===== config.mk =====
export PLATFORM = sky130hd
export DESIGN_NAME = keypad_frequency_setter
export DESIGN_NICKNAME = d
export VERILOG_FILES = /design/src/rtl/kfs_pkg.sv /design/src/rtl/kfs_control.sv /design/src/rtl/kfs_digits.sv /design/src/rtl/keypad_frequency_setter.sv
export SDC_FILE = /design/constraint.sdc
export NUM_CORES = 1
export LEC_CHECK = 0
export BUFFER_PORTS_ARGS = -buffer_cell sky130_fd_sc_hd__buf_2
export CAP_MARGIN = 0
export CORE_AREA = 2 2 188 208
export CTS_CLUSTER_DIAMETER = 200
export DETAILED_ROUTE_END_ITERATION = 8
export DIE_AREA = 0 0 190 210
export PLACE_DENSITY = 0.59
export SYNTH_ARGS = -nofsm -noshare
export SYNTH_HDL_FRONTEND = slang
export SYNTH_SLANG_ARGS = --single-unit

===== constraint.sdc =====
create_clock -name clk -period 14.6 [get_ports clk]
set_input_delay 2.92 -clock clk [delete_from_list [all_inputs] [get_ports clk]]
set_output_delay 2.92 -clock clk [all_outputs]
set_load 0.02 [all_outputs]

===== src/rtl/kfs_pkg.sv =====
// ----------------------------------------------------------------------------
// kfs_pkg
// shared types, codes and constants of the keypad frequency setter
// ----------------------------------------------------------------------------
package kfs_pkg;

  localparam int unsigned FreqWidth  = 14;
  localparam int unsigned KeyWidth   = 4;
  localparam int unsigned DigitWidth = 4;
  localparam int unsigned LedWidth   = 2;
  localparam int unsigned CfgIdxW    = 2;
  localparam int unsigned SumWidth   = FreqWidth + 1;

  localparam logic [FreqWidth-1:0] FreqReset  = FreqWidth'(125);
  localparam logic [FreqWidth-1:0] MinReset   = FreqWidth'(125);
  localparam logic [FreqWidth-1:0] MaxReset   = FreqWidth'(8000);
  localparam logic [FreqWidth-1:0] DisplayMax = FreqWidth'(9999);

  // register indexes on the configuration port
  localparam logic [CfgIdxW-1:0] RegMinFreq = CfgIdxW'(0);
  localparam logic [CfgIdxW-1:0] RegMaxFreq = CfgIdxW'(1);

  // key codes
  localparam logic [KeyWidth-1:0] KeyLastAdjust = KeyWidth'(7);
  localparam logic [KeyWidth-1:0] KeyFreqMode   = KeyWidth'(8);
  localparam logic [KeyWidth-1:0] KeyTestMode   = KeyWidth'(9);

  localparam logic [LedWidth-1:0] ColourOff   = LedWidth'(0);
  localparam logic [LedWidth-1:0] ColourGreen = LedWidth'(2);

  typedef enum logic {
    MODE_FREQ = 1'b0,
    MODE_TEST = 1'b1
  } mode_t;

  // what the state stage hands to the digit split
  typedef struct packed {
    mode_t                mode;
    logic [FreqWidth-1:0] freq;
  } stage_t;

  // step added by each adjust key
  function automatic logic signed [SumWidth-1:0] key_step(input logic [2:0] k);
    logic signed [SumWidth-1:0] s;
    case (k)
      3'd0:    s = SumWidth'(1000);
      3'd1:    s = -SumWidth'(1000);
      3'd2:    s = SumWidth'(100);
      3'd3:    s = -SumWidth'(100);
      3'd4:    s = SumWidth'(10);
      3'd5:    s = -SumWidth'(10);
      3'd6:    s = SumWidth'(1);
      default: s = -SumWidth'(1);
    endcase
    return s;
  endfunction

endpackage


===== src/rtl/kfs_control.sv =====
// ----------------------------------------------------------------------------
// kfs_control
// key register, limit registers and the mode / frequency update
// ----------------------------------------------------------------------------
module kfs_control (
  input  logic                                clk,
  input  logic                                rst,
  input  logic                                in_valid,
  output logic                                in_stall,
  input  logic [kfs_pkg::KeyWidth-1:0]        key,
  input  logic                                cfg_write,
  input  logic [kfs_pkg::CfgIdxW-1:0]         cfg_index,
  input  logic [kfs_pkg::FreqWidth-1:0]       cfg_data,
  output logic                                st_valid,
  input  logic                                st_ready,
  output kfs_pkg::stage_t                     st_data
);

  logic                              key_valid;
  logic [kfs_pkg::KeyWidth-1:0]      key_q;
  logic [kfs_pkg::FreqWidth-1:0]     min_freq;
  logic [kfs_pkg::FreqWidth-1:0]     max_freq;
  kfs_pkg::mode_t                    mode;
  kfs_pkg::mode_t                    mode_next;
  logic [kfs_pkg::FreqWidth-1:0]     freq;
  logic [kfs_pkg::FreqWidth-1:0]     freq_next;
  logic signed [kfs_pkg::SumWidth-1:0] sum;
  logic                              in_range;
  logic                              key_ready;
  logic                              advance;

  assign key_ready = !key_valid || !st_valid || st_ready;
  assign in_stall  = !key_ready;
  assign advance   = key_valid && (!st_valid || st_ready);

  assign sum = $signed({1'b0, freq}) + kfs_pkg::key_step(key_q[2:0]);

  // negative, above the display or outside the limits: keep the old value
  assign in_range = !sum[kfs_pkg::SumWidth-1]
                 && (sum <= $signed({1'b0, kfs_pkg::DisplayMax}))
                 && (sum >= $signed({1'b0, min_freq}))
                 && (sum <= $signed({1'b0, max_freq}));

  always_comb begin
    mode_next = mode;
    if (key_q == kfs_pkg::KeyFreqMode) begin
      mode_next = kfs_pkg::MODE_FREQ;
    end else if (key_q == kfs_pkg::KeyTestMode) begin
      mode_next = kfs_pkg::MODE_TEST;
    end
  end

  always_comb begin
    freq_next = freq;
    if (mode == kfs_pkg::MODE_FREQ && key_q <= kfs_pkg::KeyLastAdjust && in_range) begin
      freq_next = sum[kfs_pkg::FreqWidth-1:0];
    end
  end

  always_ff @(posedge clk) begin
    if (rst) begin
      key_valid <= 1'b0;
      st_valid  <= 1'b0;
      mode      <= kfs_pkg::MODE_FREQ;
      freq      <= kfs_pkg::FreqReset;
      min_freq  <= kfs_pkg::MinReset;
      max_freq  <= kfs_pkg::MaxReset;
    end else begin
      if (key_ready) begin
        key_valid <= in_valid;
      end
      if (advance) begin
        st_valid <= 1'b1;
        mode     <= mode_next;
        freq     <= freq_next;
      end else if (st_ready) begin
        st_valid <= 1'b0;
      end
      if (cfg_write) begin
        case (cfg_index)
          kfs_pkg::RegMinFreq: min_freq <= cfg_data;
          kfs_pkg::RegMaxFreq: max_freq <= cfg_data;
          default: ;
        endcase
      end
    end
  end

  always_ff @(posedge clk) begin
    if (key_ready && in_valid) begin
      key_q <= key;
    end
  end

  assign st_data.mode = mode;
  assign st_data.freq = freq;

endmodule


===== src/rtl/kfs_digits.sv =====
// ----------------------------------------------------------------------------
// kfs_digits
// decimal split of the frequency and the result register
// ----------------------------------------------------------------------------
module kfs_digits (
  input  logic                               clk,
  input  logic                               rst,
  input  logic                               st_valid,
  output logic                               st_ready,
  input  kfs_pkg::stage_t                    st_data,
  output logic                               out_valid,
  input  logic                               out_stall,
  output logic                               mode_now,
  output logic [kfs_pkg::FreqWidth-1:0]      frequency_now,
  output logic [kfs_pkg::DigitWidth-1:0]     digit_thousands,
  output logic [kfs_pkg::DigitWidth-1:0]     digit_hundreds,
  output logic [kfs_pkg::DigitWidth-1:0]     digit_tens,
  output logic [kfs_pkg::DigitWidth-1:0]     digit_ones,
  output logic [kfs_pkg::LedWidth-1:0]       led_zero_colour,
  output logic [kfs_pkg::LedWidth-1:0]       led_one_colour
);

  // quotient stage
  logic                              q_valid;
  kfs_pkg::mode_t                    q_mode;
  logic [kfs_pkg::FreqWidth-1:0]     q_freq;
  logic [3:0]                        q_th;
  logic [6:0]                        q_hu;
  logic [9:0]                        q_te;
  logic [27:0]                       prod_th;
  logic [26:0]                       prod_hu;
  logic [26:0]                       prod_te;
  logic                              q_ready;
  logic                              o_ready;

  // remainder stage
  logic [14:0]                       prod_hu10;
  logic [17:0]                       prod_te10;
  logic [3:0]                        hu_div;
  logic [6:0]                        te_div;
  logic [6:0]                        hu_digit;
  logic [9:0]                        te_digit;
  logic [kfs_pkg::FreqWidth-1:0]     on_digit;
  logic                              test_mode;

  assign o_ready  = !out_valid || !out_stall;
  assign q_ready  = !q_valid || o_ready;
  assign st_ready = q_ready;

  // reciprocal multiplies, exact for values up to 9999
  assign prod_th = 28'(st_data.freq) * 28'd8389;
  assign prod_hu = 27'(st_data.freq) * 27'd5243;
  assign prod_te = 27'(st_data.freq) * 27'd6554;

  always_ff @(posedge clk) begin
    if (rst) begin
      q_valid   <= 1'b0;
      out_valid <= 1'b0;
    end else begin
      if (q_ready) begin
        q_valid <= st_valid;
      end
      if (o_ready) begin
        out_valid <= q_valid;
      end
    end
  end

  always_ff @(posedge clk) begin
    if (q_ready && st_valid) begin
      q_mode <= st_data.mode;
      q_freq <= st_data.freq;
      q_th   <= prod_th[26:23];
      q_hu   <= prod_hu[25:19];
      q_te   <= prod_te[25:16];
    end
  end

  // quotient by ten of the hundreds and tens counts
  assign prod_hu10 = 15'(q_hu) * 15'd205;
  assign prod_te10 = 18'(q_te) * 18'd205;
  assign hu_div    = prod_hu10[14:11];
  assign te_div    = prod_te10[17:11];
  assign hu_digit  = q_hu - 7'(7'(hu_div) * 7'd10);
  assign te_digit  = q_te - 10'(10'(te_div) * 10'd10);
  assign on_digit  = q_freq - 14'(14'(q_te) * 14'd10);
  assign test_mode = (q_mode == kfs_pkg::MODE_TEST);

  always_ff @(posedge clk) begin
    if (o_ready && q_valid) begin
      mode_now        <= test_mode;
      frequency_now   <= q_freq;
      digit_thousands <= test_mode ? '0 : q_th;
      digit_hundreds  <= test_mode ? '0 : hu_digit[3:0];
      digit_tens      <= test_mode ? '0 : te_digit[3:0];
      digit_ones      <= test_mode ? '0 : on_digit[3:0];
      led_zero_colour <= test_mode ? kfs_pkg::ColourOff : kfs_pkg::ColourGreen;
      led_one_colour  <= test_mode ? kfs_pkg::ColourGreen : kfs_pkg::ColourOff;
    end
  end

endmodule


===== src/rtl/keypad_frequency_setter.sv =====
// ----------------------------------------------------------------------------
// keypad_frequency_setter
// front-panel key handler: mode select, bounded frequency steps, digit display
// ----------------------------------------------------------------------------
//  channel  | handshake                 | payload
//  ---------+---------------------------+---------------------------------------
//  input    | in_valid / in_stall       | key
//  output   | out_valid / out_stall     | mode_now, frequency_now, four digits,
//           |                           | led_zero_colour, led_one_colour
//  config   | cfg_write                 | cfg_index, cfg_data
//
//  one key request per cycle while the result is not stalled; a request passes
//  the key register, mode/frequency update (one add and limit compare), the
//  reciprocal multiplies, then the remainders into the result register.
//  synchronous reset restores mode, frequency and both limits; no clearing pass.
//  a stalled result holds every stage behind it once that stage is full.
// ----------------------------------------------------------------------------
module keypad_frequency_setter (
  input  logic                               clk,
  input  logic                               rst,
  input  logic                               in_valid,
  output logic                               in_stall,
  input  logic [kfs_pkg::KeyWidth-1:0]       key,
  output logic                               out_valid,
  input  logic                               out_stall,
  output logic                               mode_now,
  output logic [kfs_pkg::FreqWidth-1:0]      frequency_now,
  output logic [kfs_pkg::DigitWidth-1:0]     digit_thousands,
  output logic [kfs_pkg::DigitWidth-1:0]     digit_hundreds,
  output logic [kfs_pkg::DigitWidth-1:0]     digit_tens,
  output logic [kfs_pkg::DigitWidth-1:0]     digit_ones,
  output logic [kfs_pkg::LedWidth-1:0]       led_zero_colour,
  output logic [kfs_pkg::LedWidth-1:0]       led_one_colour,
  input  logic                               cfg_write,
  input  logic [kfs_pkg::CfgIdxW-1:0]        cfg_index,
  input  logic [kfs_pkg::FreqWidth-1:0]      cfg_data
);

  logic            st_valid;
  logic            st_ready;
  kfs_pkg::stage_t st_data;

  kfs_control u_control (
    .clk       (clk),
    .rst       (rst),
    .in_valid  (in_valid),
    .in_stall  (in_stall),
    .key       (key),
    .cfg_write (cfg_write),
    .cfg_index (cfg_index),
    .cfg_data  (cfg_data),
    .st_valid  (st_valid),
    .st_ready  (st_ready),
    .st_data   (st_data)
  );

  kfs_digits u_digits (
    .clk             (clk),
    .rst             (rst),
    .st_valid        (st_valid),
    .st_ready        (st_ready),
    .st_data         (st_data),
    .out_valid       (out_valid),
    .out_stall       (out_stall),
    .mode_now        (mode_now),
    .frequency_now   (frequency_now),
    .digit_thousands (digit_thousands),
    .digit_hundreds  (digit_hundreds),
    .digit_tens      (digit_tens),
    .digit_ones      (digit_ones),
    .led_zero_colour (led_zero_colour),
    .led_one_colour  (led_one_colour)
  );

endmodule

# Word level (Yosys, flattened, before mapping)
# Index checks and enable logic that the tools add are counted.
# word_totals
reg_bits	122
output_inout_bits	37
# classes
addsub	4
mul	8
n_lt_le_gt_ge	4
eq_ne	9
n_mux	7
bitwise_logic	1
reduce_logical	29
# op_table
op	count
case mux 15 bit (7 select lines)	1
multiplier 14 x 14 -> 27 bit, second input constant	1
multiplier 14 x 13 -> 26 bit, second input constant	1
multiplier 14 x 12 -> 25 bit, second input constant	1
multiplier 10 x 8 -> 18 bit, second input constant	1
adder 15 bit	1
>= comparator 15 bit	1
less-or-equal comparator 15 bit	1
less-or-equal comparator 15 bit, second input constant	1
multiplier 7 x 8 -> 15 bit, second input constant	1
subtractor 4 bit	3
multiplier 10 x 3 -> 3 bit, second input constant	1
== test 3 bit, second input constant	3
logical AND 1 bit	9
== test 4 bit, second input constant	2
AND reduction 2 bit	4
logical NOT 1 bit	7
multiplier 7 x 3 -> 3 bit, second input constant	1
== test 3 x 2 -> 1 bit, second input constant	2
logical OR 1 bit	5
less-or-equal comparator 4 x 3 -> 1 bit, second input constant	1
multiplier 4 x 3 -> 3 bit, second input constant	1
two-way mux 1 bit	4
two-way mux 2 bit	2
6 further kinds	7

# Longest topological paths before layout
# Gate-level depths: netlist (run 1).
# logic_depth
depth_word	9
depth_mapped	21
mapped_depth_nobuf	21

# By module
# A second synthesis (run 1) with hierarchy kept.
# hier_totals
hier_cells	1592
hier_area_um2	15554.9
# by_module_without_submodules
module	n_inst	cells_each	area_each_um2	seq_area_each_um2
kfs_digits	1	1184	12196.7	2082.0
kfs_control	1	408	3358.2	1021.0

# Worst setup path before layout (run 1)
# No wires, ideal clock.
# synth_timing
path_kind	in2out
from	input out_stall
to	output in_stall
t_arrival_ns	3.399
required_time_ns	11.680
path_slack_ns	8.281
stages	3
n_path_buf	0
cell_sequence	and3_1 > nand3_1 > inv_1
# synth_via
elab_chain_len	5
# synth_rtl
item	line	source
start, declared	keypad_frequency_setter.sv:25	input logic out_stall,
logical NOT 1 bit	kfs_digits.sv:46	assign o_ready = !out_valid || !out_stall;
logical OR 1 bit	kfs_digits.sv:46	
logical OR 1 bit	kfs_digits.sv:47	assign q_ready = !q_valid || o_ready;
logical OR 1 bit	kfs_control.sv:32	assign key_ready = !key_valid || !st_valid || st_ready;
logical NOT 1 bit	kfs_control.sv:33	assign in_stall = !key_ready;
end, declared	keypad_frequency_setter.sv:22	output logic in_stall,
# Every way passes these cells.

# Worst setup path in the final report (run 1)
# Same ends and word-level chain as after synthesis.

==> results by group, run 1 <==
Outcome
  • Run status: finished clean

Drt
  • DR iter-0 viols: 374
  • Avg WL per Cell: 15.3 um
  • First-pass iteration count of the detailed router: 6
  • Via density: 4.89
  • Vias after detailed routing: 9921
  • Final ANT Viol Nets: 0
  • Total Wirelength: 31100 um
  • Residual DRC: 0

Placed design
  • Gpl congestion: 0.865
  • Dpl cell area: 15900 um2
  • PortBufs: 59
  • Dpl hpwl: 26600 um

Finish
  • Reg area: 3100 um2
  • Synth-to-layout area growth: 10.5%
  • Final Cell Area: 16500 um2
  • Share of layout cells above drive strength 1: 8.44%
  • Fill cells: 3635
  • Diode count: 0
  • Final Net Count: 2043
  • Footprint of the multi-input gates: 10500 um2

STA
  • Fin. Hold Viols: 0
  • Total negative setup slack: 0 ps
  • Setup-failing EPs final: 0
  • Final critical-path share of the clock period: 45.3%
  • Clock period minus worst slack: 6610 ps
  • Fmax: 0.151 GHz
  • Worst Max-Slew Pin Slew: 1120 ps
  • Clock skew: 9.94 ps
  • Count of pins over their slew limit: 0
  • Unrepaired setup endpoints after global routing: false
  • Slew headroom: 23.6%

Floorplanning
  • Die Wd: 190 um
  • Initial Utilization: 39.5%
  • Die height: 210 um
  • Ports: 62
  • Die area: 39900 um2
  • Row count: 75
  • CORE AREA: 37800 um2

Yosys
  • Yosys reg bits: 119
  • EDFF count, synth: 72
  • Post-Syn Area: 14900 um2
  • Synth cell types: 78
  • Sequential-to-total area share from yosys stat: 20.8%
  • Prevailing post-synth register cell: edfxtp_1
  • Fraction of registers with async set/reset: 0%
  • Syn Inst Count: 1443
  • Yosys warnings: 0
  • Avg Inst Size Synth: 10.4 um2

GRT
  • Total gr overflow: 0
  • GR Util All Layers: 16.7%
  • Pin count of the biggest net entering global routing: 48
  • Vias in the first global route: 10.6k
  • Global-route wire length before repair: 52000 um
  • Initial antenna violation count: 0

Setup path
  • Cell mode on critical path: buf_2
  • Setup crit end kind: output pin
  • WP data arrival: 3690 ps
  • Data required time at the worst endpoint: 11680 ps
  • Max stage delay on crit path: 290 ps
  • WS Path Type: in -> out
  • Crit-path leading delay family: simple AND/OR/NAND/NOR gates
  • Worst Path Max Fanout: 5
  • Worst path bufs/invs: 3
  • CP max stage cell: and3_1
  • Startpoint Class: input port
  • Cell Chain, Critical Path: buf_2 -> and3_1 -> nand3_1 -> inv_1 -> buf_2

Pwr
  • Worst vdd ir: 0.000154 V
  • Pwr dens: 112 nW/um2
  • LEAKAGE: 8.58 nW

Worst hold path
  • Hold crit path type: reg -> reg

Clock network
  • Setup repair bufs after CTS: 0
  • Post-CTS Resized: 0
  • Cts-stage hold buffer count: 0
  • CTS tree: built
  • Reg clk slew, reported paths: 60 ps
  • CTS buffer count: 17
  • Clock latency on the worst-skew pair: 440 ps
  • H-tree depth: 4
  • CTS Buffer Depth: 2
  • Clock sinks: 119
  • CTS root buf: clkbuf_16

Job
  • # Max-Cap Violations: 0
==> worst register-to-register path: cells and delay by family (launching register included) <==
kind | cells | cell delay (ps)
AND/OR/NAND/NOR | 2 | 720
AO/OA/AOI/OAI | 6 | 1980
adder cells (fa/ha/maj) | 7 | 2590
buffers and inverters | 3 | 240
flip-flops | 1 | 860
==> synth_stat cells, drive strengths merged, types with 11 or more instances <==
cell type	instances	area (um2)
edfxtp	72	2160
nand2	55	206
clkbuf	11	41.3
ha	341	4270
dfxtp	47	941
nor2b	18	115
nand3	15	75.1
fa	162	3240
o21ai	26	134
xnor2	40	369
a211o	22	194
inv	341	1280
nor3	16	80.1
nor2	52	203
xor2	17	149
a21oi	71	370
a21o	19	143
==> path summary, 6_finish.rpt <==
check                                    end  cells past startpoint                 from  slack [ps]
hold / removal    u_digits.frequency_now[10]                      0  u_digits.q_freq[10]         420
setup reg to reg            u_digits.q_th[0]                     18    u_control.freq[6]        8070
setup / recovery                    in_stall                      5            out_stall        7990
hold reg to reg   u_digits.frequency_now[10]                      0  u_digits.q_freq[10]         420
==> report_power, final <==
part / switching [mW] / leakage, nW / internal (mW) / total [mW]
Combinational: 0.555 / 7.26 / 0.448 / 1.00
Clock: 0.170 / 0.313 / 0.276 / 0.446
Sequential: 0.0163 / 1.01 / 0.386 / 0.402
==> kinds of logic (layout without fill, tap and decap cells) <==
group | Yosys count | after routing | share of synthesized area, %
buf+inv | 359 | 443 | 9.20
mux | 5 | 5 | 0.335
flops | 119 | 119 | 20.8
other cells | 1 | 2 | 0.0251
compound gates | 195 | 195 | 9.18
xor+xnor | 57 | 57 | 3.47
fa+ha+maj | 503 | 503 | 50.3
simple gates | 204 | 204 | 6.77
==> per-layer routing <==
layer,vias to the layer above,part of all wire [%],global-route usage [%],routed length (um)
met2,133,51,29.7,15800
met4,0,3.0,6.52,924
li1,4926,-,-,-
met1,4816,43,20.3,13500
met5,-,0,0,0
met3,46,2.8,2.48,861
==> metrics by stage <==
| stage | setup slack (ps) | hold slack (ps) | std cells | util [%] | power [mW] |
|---|---|---|---|---|---|
| after floorplan | 8280 | 400 | 1444 | - | 1.18 |
| after global placement | 7990 | 405 | 1996 | 42.0 | 1.40 |
| after detailed placement | 7980 | 405 | 1996 | 42.0 | 1.42 |
| after CTS | 7960 | 418 | 2028 | 43.7 | 1.88 |
| after global routing | 7720 | 423 | 2028 | 43.7 | 2.05 |
| final | 7990 | 417 | 2028 | 43.7 | 1.85 |
==> state kept, by name, indices dropped and copies added (netlist names), 7 cells and up <==
name and count:
u_control.max_freq 14, u_control.min_freq 14, u_control.freq 14, u_digits.frequency_now 14, u_digits.q_freq 14, u_digits.q_hu 7, u_digits.q_te 10
==> layout by cell type (no fill, tap or decap), drive strengths merged, types with 3 or more instances in the layout <==
master,n
nor3,16
or2,3
xnor2,40
a21oi,71
a31oi,5
nor2b,18
inv,348
a21o,19
fa,162
and3,5
nand4,5
dfxtp,47
and2,6
mux2i,5
nand2b,9
xor2,17
edfxtp,72
nand2,55
a41o,3
ha,341
a221oi,3
nand3b,3
a2111oi,4
a211o,22
or3,3
nor2,52
clkbuf,19
nand3,15
o221a,3
o21ai,26
o211ai,3
clkinv,4
buf,70
a21boi,3
a211oi,9
o21a,6
==> area by class of cell <==
cell class	count	area share [%]
multi-input cells	966	63.6
clock inverters	13	0.940
clock buffers	19	2.88
repair buffers	70	2.29
flip-flops and latches	119	18.8
inverters	341	7.75
well taps	500	3.79
Note: power is estimated with default switching activity, not from simulation.
==> inputs of run 2 (changes only) <==
==> constraint.sdc (replaced) <==
create_clock -name clk -period 6.85 [get_ports clk]
set_input_delay 1.37 -clock clk [delete_from_list [all_inputs] [get_ports clk]]
set_output_delay 1.37 -clock clk [all_outputs]
set_load 0.02 [all_outputs]
==> run 2 against run 1 <==
  * Total power increased by 110%
  * Die area unchanged
  * Sequential power grew 110%
  * Count of clock-buffer cells in the layout grew 3
  * Final area fell by 0.40%
==> results by group, run 2 (synthesis results as in run 1) <==
Pwr
  • Worst vdd ir: 0.000233 V
  • Pwr dens: 235 nW/um2
  • P_sw: 1.55 mW
  • Comb pwr share: 55.2%
  • LEAKAGE: 8.52 nW
  • Internal power component: 2.32 mW
  • Switching share of power: 40.0%
  • Seq pwr share: 22.3%
  • Clk pwr share: 22.5%

Clock network
  • Cts-stage hold buffer count: 0
  • Post-CTS Resized: 0
  • Reg clk slew, reported paths: 60 ps
  • CTS root buf: clkbuf_16
  • CTS buffer count: 17
  • Setup repair bufs after CTS: 0
  • CTS Buffer Depth: 2
  • Clock sinks: 119
  • CTS tree: built
  • Clock latency on the worst-skew pair: 450 ps
  • H-tree depth: 4

Finish
  • Synth-to-layout area growth: 10.0%
  • Post-route insts no fill: 2026
  • Commonest cells after routing, fill and taps aside: 341 x inv_1, 341 x ha_1, 162 x fa_1, 72 x edfxtp_1, 69 x a21oi_1
  • Final Net Count: 2041
  • Fill cells: 3597
  • Diode count: 0
  • Share of layout cells above drive strength 1: 8.13%

Floorplanning
  • Ports: 62
  • Die area: 39900 um2
  • Initial Utilization: 39.5%
  • Die Wd: 190 um
  • CORE AREA: 37800 um2
  • Die height: 210 um
  • Row count: 75

Worst hold path
  • Hold_sp: u_digits.q_freq[13]
  • Hold crit path type: reg -> reg
  • Worst hold stages: 0
  • Hold EP: u_digits.frequency_now[13]

Setup path
  • WS Path Type: reg -> reg
  • Worst reg2reg endpoint: u_digits.q_th[0]
  • Cell Chain, Critical Path: ha_1 -> ha_1 -> ha_1 -> ha_1 -> inv_1 -> fa_1 -> inv_1 -> fa_1 -> ha_1 -> a21o_1 -> a21o_1 -> a21o_1 -> a2111oi_0 -> inv_1 -> o21ai_0 -> a21oi_1 -> or4b_2 -> nand3_1
  • Data required time at the worst endpoint: 7150 ps
  • WP data arrival: 6140 ps
  • Worst Path Max Fanout: 13
  • Reg2reg path depth: 18
  • Max stage delay on crit path: 750 ps
  • R2r setup slk: 1020 ps
  • Setup crit end kind: flip-flop
  • Reg-to-reg startpoint: u_control.freq[5]
  • Cell mode on critical path: ha_1
  • CP max stage cell: dfxtp_1
  • Startpoint Class: flip-flop

GRT
  • Initial antenna violation count: 0
  • GR Util All Layers: 17.1%
  • Total gr overflow: 0
  • Pin count of the biggest net entering global routing: 48
  • Global-route wire length before repair: 52800 um
  • Vias in the first global route: 10.5k

Job
  • # Max-Cap Violations: 0

Drt
  • Residual DRC: 0
  • Total Wirelength: 31700 um
  • Vias after detailed routing: 9952
  • Via density: 4.91
  • DR iter-0 viols: 359
  • Avg WL per Cell: 15.6 um
  • First-pass iteration count of the detailed router: 4
  • Final ANT Viol Nets: 0

STA
  • Final critical-path share of the clock period: 85.2%
  • Worst Max-Slew Pin Slew: 1090 ps
  • Total negative setup slack: 0 ps
  • Fin. Hold Viols: 0
  • Clock period minus worst slack: 5830 ps
  • Slew headroom: 27.0%
  • Clock skew: 11.8 ps
  • Setup-failing EPs final: 0
  • Fmax: 0.171 GHz
  • Count of pins over their slew limit: 0
  • Unrepaired setup endpoints after global routing: false

Outcome
  • Run status: finished clean

Placed design
  • Gpl congestion: 0.874
  • Placed insts: 1994
  • PortBufs: 59
  • Dpl hpwl: 27100 um
==> run 2: changes by cell type in the layout (fill, tap and decap cells not counted) <==
cell,before,now
inv_4,1,0
clkbuf_1,0,2
buf_4,11,9
clkinv_1,0,1
inv_8,2,0
clkinv_4,3,1
bufinv_16,2,1
clkbuf_8,0,2
clkbuf_16,19,18
clkinvlp_4,0,5
inv_6,4,1
==> run 2: per-stage QoR <==
step | hold slack [ps] | instance area, um2 | worst slack, ps | power, mW | util [%]
2_1_floorplan | 400 | 14900 | 1630 | 2.52 | -
3_3_place_gp | 403 | 15900 | 1170 | 2.96 | 41.9
3_5_place_dp | 405 | 15900 | 1130 | 3.03 | 41.9
4_1_cts | 418 | 16400 | 1070 | 3.94 | 43.5
5_1_grt | 423 | 16400 | 775 | 4.28 | 43.5
6_report | 417 | 16400 | 1020 | 3.87 | 43.5
==> run 2: critical path, delay by kind of cell (launching register included) <==
family,cells,cell delay [ps]
AO/OA/AOI/OAI,6,1480
adder cells (fa/ha/maj),7,2470
buffers and inverters,3,230
flip-flops,1,750
AND/OR/NAND/NOR,2,760
==> run 2: power groups by stage <==
stage | sequential [mW] | clock [mW] | combinational (mW)
6_report | 0.862 | 0.871 | 2.14
5_1_grt | 0.867 | 0.924 | 2.49
3_5_place_dp | 0.878 | 0 | 2.15
3_3_place_gp | 0.877 | 0 | 2.08
4_1_cts | 0.863 | 0.897 | 2.18
2_1_floorplan | 0.869 | 0 | 1.65
==> run 2: how the worst max path moves through the flow <==
stage / start / end
floorplan: u_control.freq[7] / u_digits.q_th[0]
global placement: u_control.freq[5] / u_digits.q_th[0]
detailed placement: u_control.freq[5] / u_digits.q_th[0]
CTS: u_control.freq[5] / u_digits.q_th[0]
global route: u_control.freq[5] / u_digits.q_th[0]
finish: u_control.freq[5] / u_digits.q_th[0]
==> run 2: area by class of cell <==
class / instances / area, um2 / area share [%]
clock buffers: 22 / 485 / 2.95
inverters: 341 / 1280 / 7.78
flip-flops and latches: 119 / 3100 / 18.9
multi-input cells: 966 / 10500 / 63.8
repair buffers: 68 / 363 / 2.21
clock inverters: 10 / 93.8 / 0.571
well taps: 500 / 626 / 3.80
==> run 2: layer usage <==
| metal | vias to the layer above | wire [um] | share of wire, % | track usage (%) |
|---|---|---|---|---|
| met5 | - | 0 | 0 | 0 |
| met1 | 4824 | 13900 | 44 | 21.2 |
| met4 | 0 | 862 | 2.7 | 6.47 |
| met2 | 161 | 15900 | 50 | 29.9 |
| met3 | 40 | 1090 | 3.5 | 2.75 |
| li1 | 4927 | - | - | - |
==> inputs of run 3 (changes only) <==
--- a/config.mk
+++ b/config.mk
@@ -12,6 +12,7 @@
 export DETAILED_ROUTE_END_ITERATION = 8
 export DIE_AREA = 0 0 190 210
 export PLACE_DENSITY = 0.59
+export SETUP_SLACK_MARGIN = 0.2
 export SYNTH_ARGS = -nofsm -noshare
 export SYNTH_HDL_FRONTEND = slang
 export SYNTH_SLANG_ARGS = --single-unit
==> constraint.sdc (replaced) <==
create_clock -name clk -period 5.9 [get_ports clk]
set_input_delay 1.18 -clock clk [delete_from_list [all_inputs] [get_ports clk]]
set_output_delay 1.18 -clock clk [all_outputs]
set_load 0.02 [all_outputs]
==> run 3 against run 2 <==
  * Final cell count is 0.54% higher
  * Clock skew is 2.2 ps higher
  * Critical endpoint unchanged
  * Sequential power is 15% higher
  * Sequential share of layout area is 0.15 points lower
  * Hold slack better by 4.0 ps
  * Highest routed layer unchanged
  * Register-to-register slack worse by 540 ps
  * Worst setup slack worse by 540 ps
==> results by group, run 3 (synthesis results as in run 1) <==
Setup path
  • Worst reg2reg endpoint: u_digits.q_th[0]
  • Reg2reg path depth: 17
  • Critical path launch point: u_control.freq[8]
  • Cell mode on critical path: ha_1
  • Setup crit end kind: flip-flop
  • R2r setup slk: 480 ps
  • Data required time at the worst endpoint: 6220 ps
  • WS Path Type: reg -> reg
  • Worst path bufs/invs: 3
  • Max stage delay on crit path: 650 ps
  • Startpoint Class: flip-flop
  • Worst Path Max Fanout: 6
  • WP data arrival: 5740 ps
  • Crit-path leading delay family: adder cells
  • Reg-to-reg startpoint: u_control.freq[8]
  • CP max stage cell: or4b_2
  • Cell Chain, Critical Path: ha_1 -> ha_1 -> ha_1 -> inv_1 -> fa_1 -> fa_1 -> inv_1 -> ha_1 -> ha_1 -> a21o_1 -> a21o_1 -> a2111oi_2 -> inv_1 -> o21ai_0 -> a21oi_1 -> or4b_2 -> nand3_1

STA
  • Fmax: 0.184 GHz
  • Setup-failing EPs final: 0
  • Fin. Hold Viols: 0
  • Count of pins over their slew limit: 0
  • Slew headroom: 17.9%
  • Total negative setup slack: 0 ps
  • Final critical-path share of the clock period: 91.9%
  • Unrepaired setup endpoints after global routing: false
  • Clock period minus worst slack: 5420 ps
  • Worst Max-Slew Pin Slew: 1230 ps
  • Post-Route Hold Slack: 421 ps
  • Clock skew: 14.0 ps

Drt
  • Final ANT Viol Nets: 0
  • Residual DRC: 0
  • First-pass iteration count of the detailed router: 5
  • DR iter-0 viols: 332
  • Via density: 4.90
  • Total Wirelength: 32600 um
  • Avg WL per Cell: 16.0 um
  • Vias after detailed routing: 9979

Clock network
  • Clock latency on the worst-skew pair: 450 ps
  • Clock sinks: 119
  • Cts-stage hold buffer count: 0
  • CTS root buf: clkbuf_16
  • H-tree depth: 4
  • CTS tree: built
  • CTS Buffer Depth: 2
  • Reg clk slew, reported paths: 60 ps
  • CTS buffer count: 17

Placed design
  • PortBufs: 59
  • Gpl congestion: 0.853
  • Dpl cell area: 15900 um2
  • Dpl hpwl: 28100 um
  • Placed insts: 2004

GRT
  • Total gr overflow: 0
  • Initial antenna violation count: 0
  • GR Util All Layers: 17.6%
  • Vias in the first global route: 10.5k
  • Global-route wire length before repair: 54200 um
  • Pin count of the biggest net entering global routing: 48

Finish
  • Post-route insts no fill: 2037
  • Final Net Count: 2051
  • Synth-to-layout area growth: 10.9%
  • Share of layout cells above drive strength 1: 9.05%
  • Fill cells: 3588
  • Final Cell Area: 16600 um2
  • Commonest cells after routing, fill and taps aside: 341 x inv_1, 341 x ha_1, 162 x fa_1, 72 x edfxtp_1, 69 x a21oi_1

Floorplanning
  • Die area: 39900 um2
  • Die Wd: 190 um
  • CORE AREA: 37800 um2
  • Die height: 210 um
  • Initial Utilization: 39.5%
  • Ports: 62
  • Row count: 75

Job
  • # Max-Cap Violations: 0

Worst hold path
  • Hold_sp: u_digits.q_freq[13]
  • Worst hold stages: 0
  • Hold crit path type: reg -> reg
  • Hold EP: u_digits.frequency_now[13]

Pwr
  • Pwr dens: 275 nW/um2
  • LEAKAGE: 8.61 nW
  • Tot Pwr: 4.56 mW
  • Worst vdd ir: 0.000307 V

Outcome
  • Run status: finished clean
## run 3: worst max-delay path by stage
stage / slack, ps / endpoint / cells after the start
4_1_cts: 280 / u_digits.q_th[0] / 19
6_report: 480 / u_digits.q_th[0] / 17
5_1_grt: 220 / u_digits.q_th[0] / 19
3_3_place_gp: 440 / u_digits.q_th[0] / 17
2_1_floorplan: 680 / u_digits.q_th[0] / 18
3_5_place_dp: 320 / u_digits.q_th[0] / 19
## run 3: layer usage
metal	wire, um	track usage, %
met5	0	0
met1	14300	22.1
met2	16300	30.8
met3	1140	2.81
met4	858	6.07
## run 3: report_power, final
group          total (mW)  internal (mW)  switching, mW
logic                2.46           1.12           1.34
registers           0.992          0.954         0.0376
clock network        1.10          0.673          0.429
## run 3: final cells by class
class                      instances  area, um2  area share (%)
antenna                            1       2.50          0.0151
tap                              500        626            3.77
clock inverter                    15        191            1.15
sequential                       119       3100            18.7
multi-input combinational        966      10500            63.4
clock buffer                      17        425            2.57
inverter                         341       1280            7.72
timing repair buffer              78        442            2.66
## run 3: worst register-to-register path: cells and delay by family (launching register included)
family,cells,cell delay [ps]
adders and majority gates,7,2650
AOI/OAI and AO/OA,5,1150
DFF,1,560
and+or+nand+nor,2,740
buffers and inverters,3,210
## run 3: repair_timing
item,CTS,global route
hold endpoints to repair,0,0
setup endpoints to repair,0,4
gates resized for setup,0,4
buffers inserted,0,0
## run 3: stage by stage
step                utilization, %  worst slack [ps]
floorplan                        -               678
global placement              42.1               443
detailed placement            42.1               319
CTS                           43.8               282
global route                  43.8               224
finish                        43.8               479
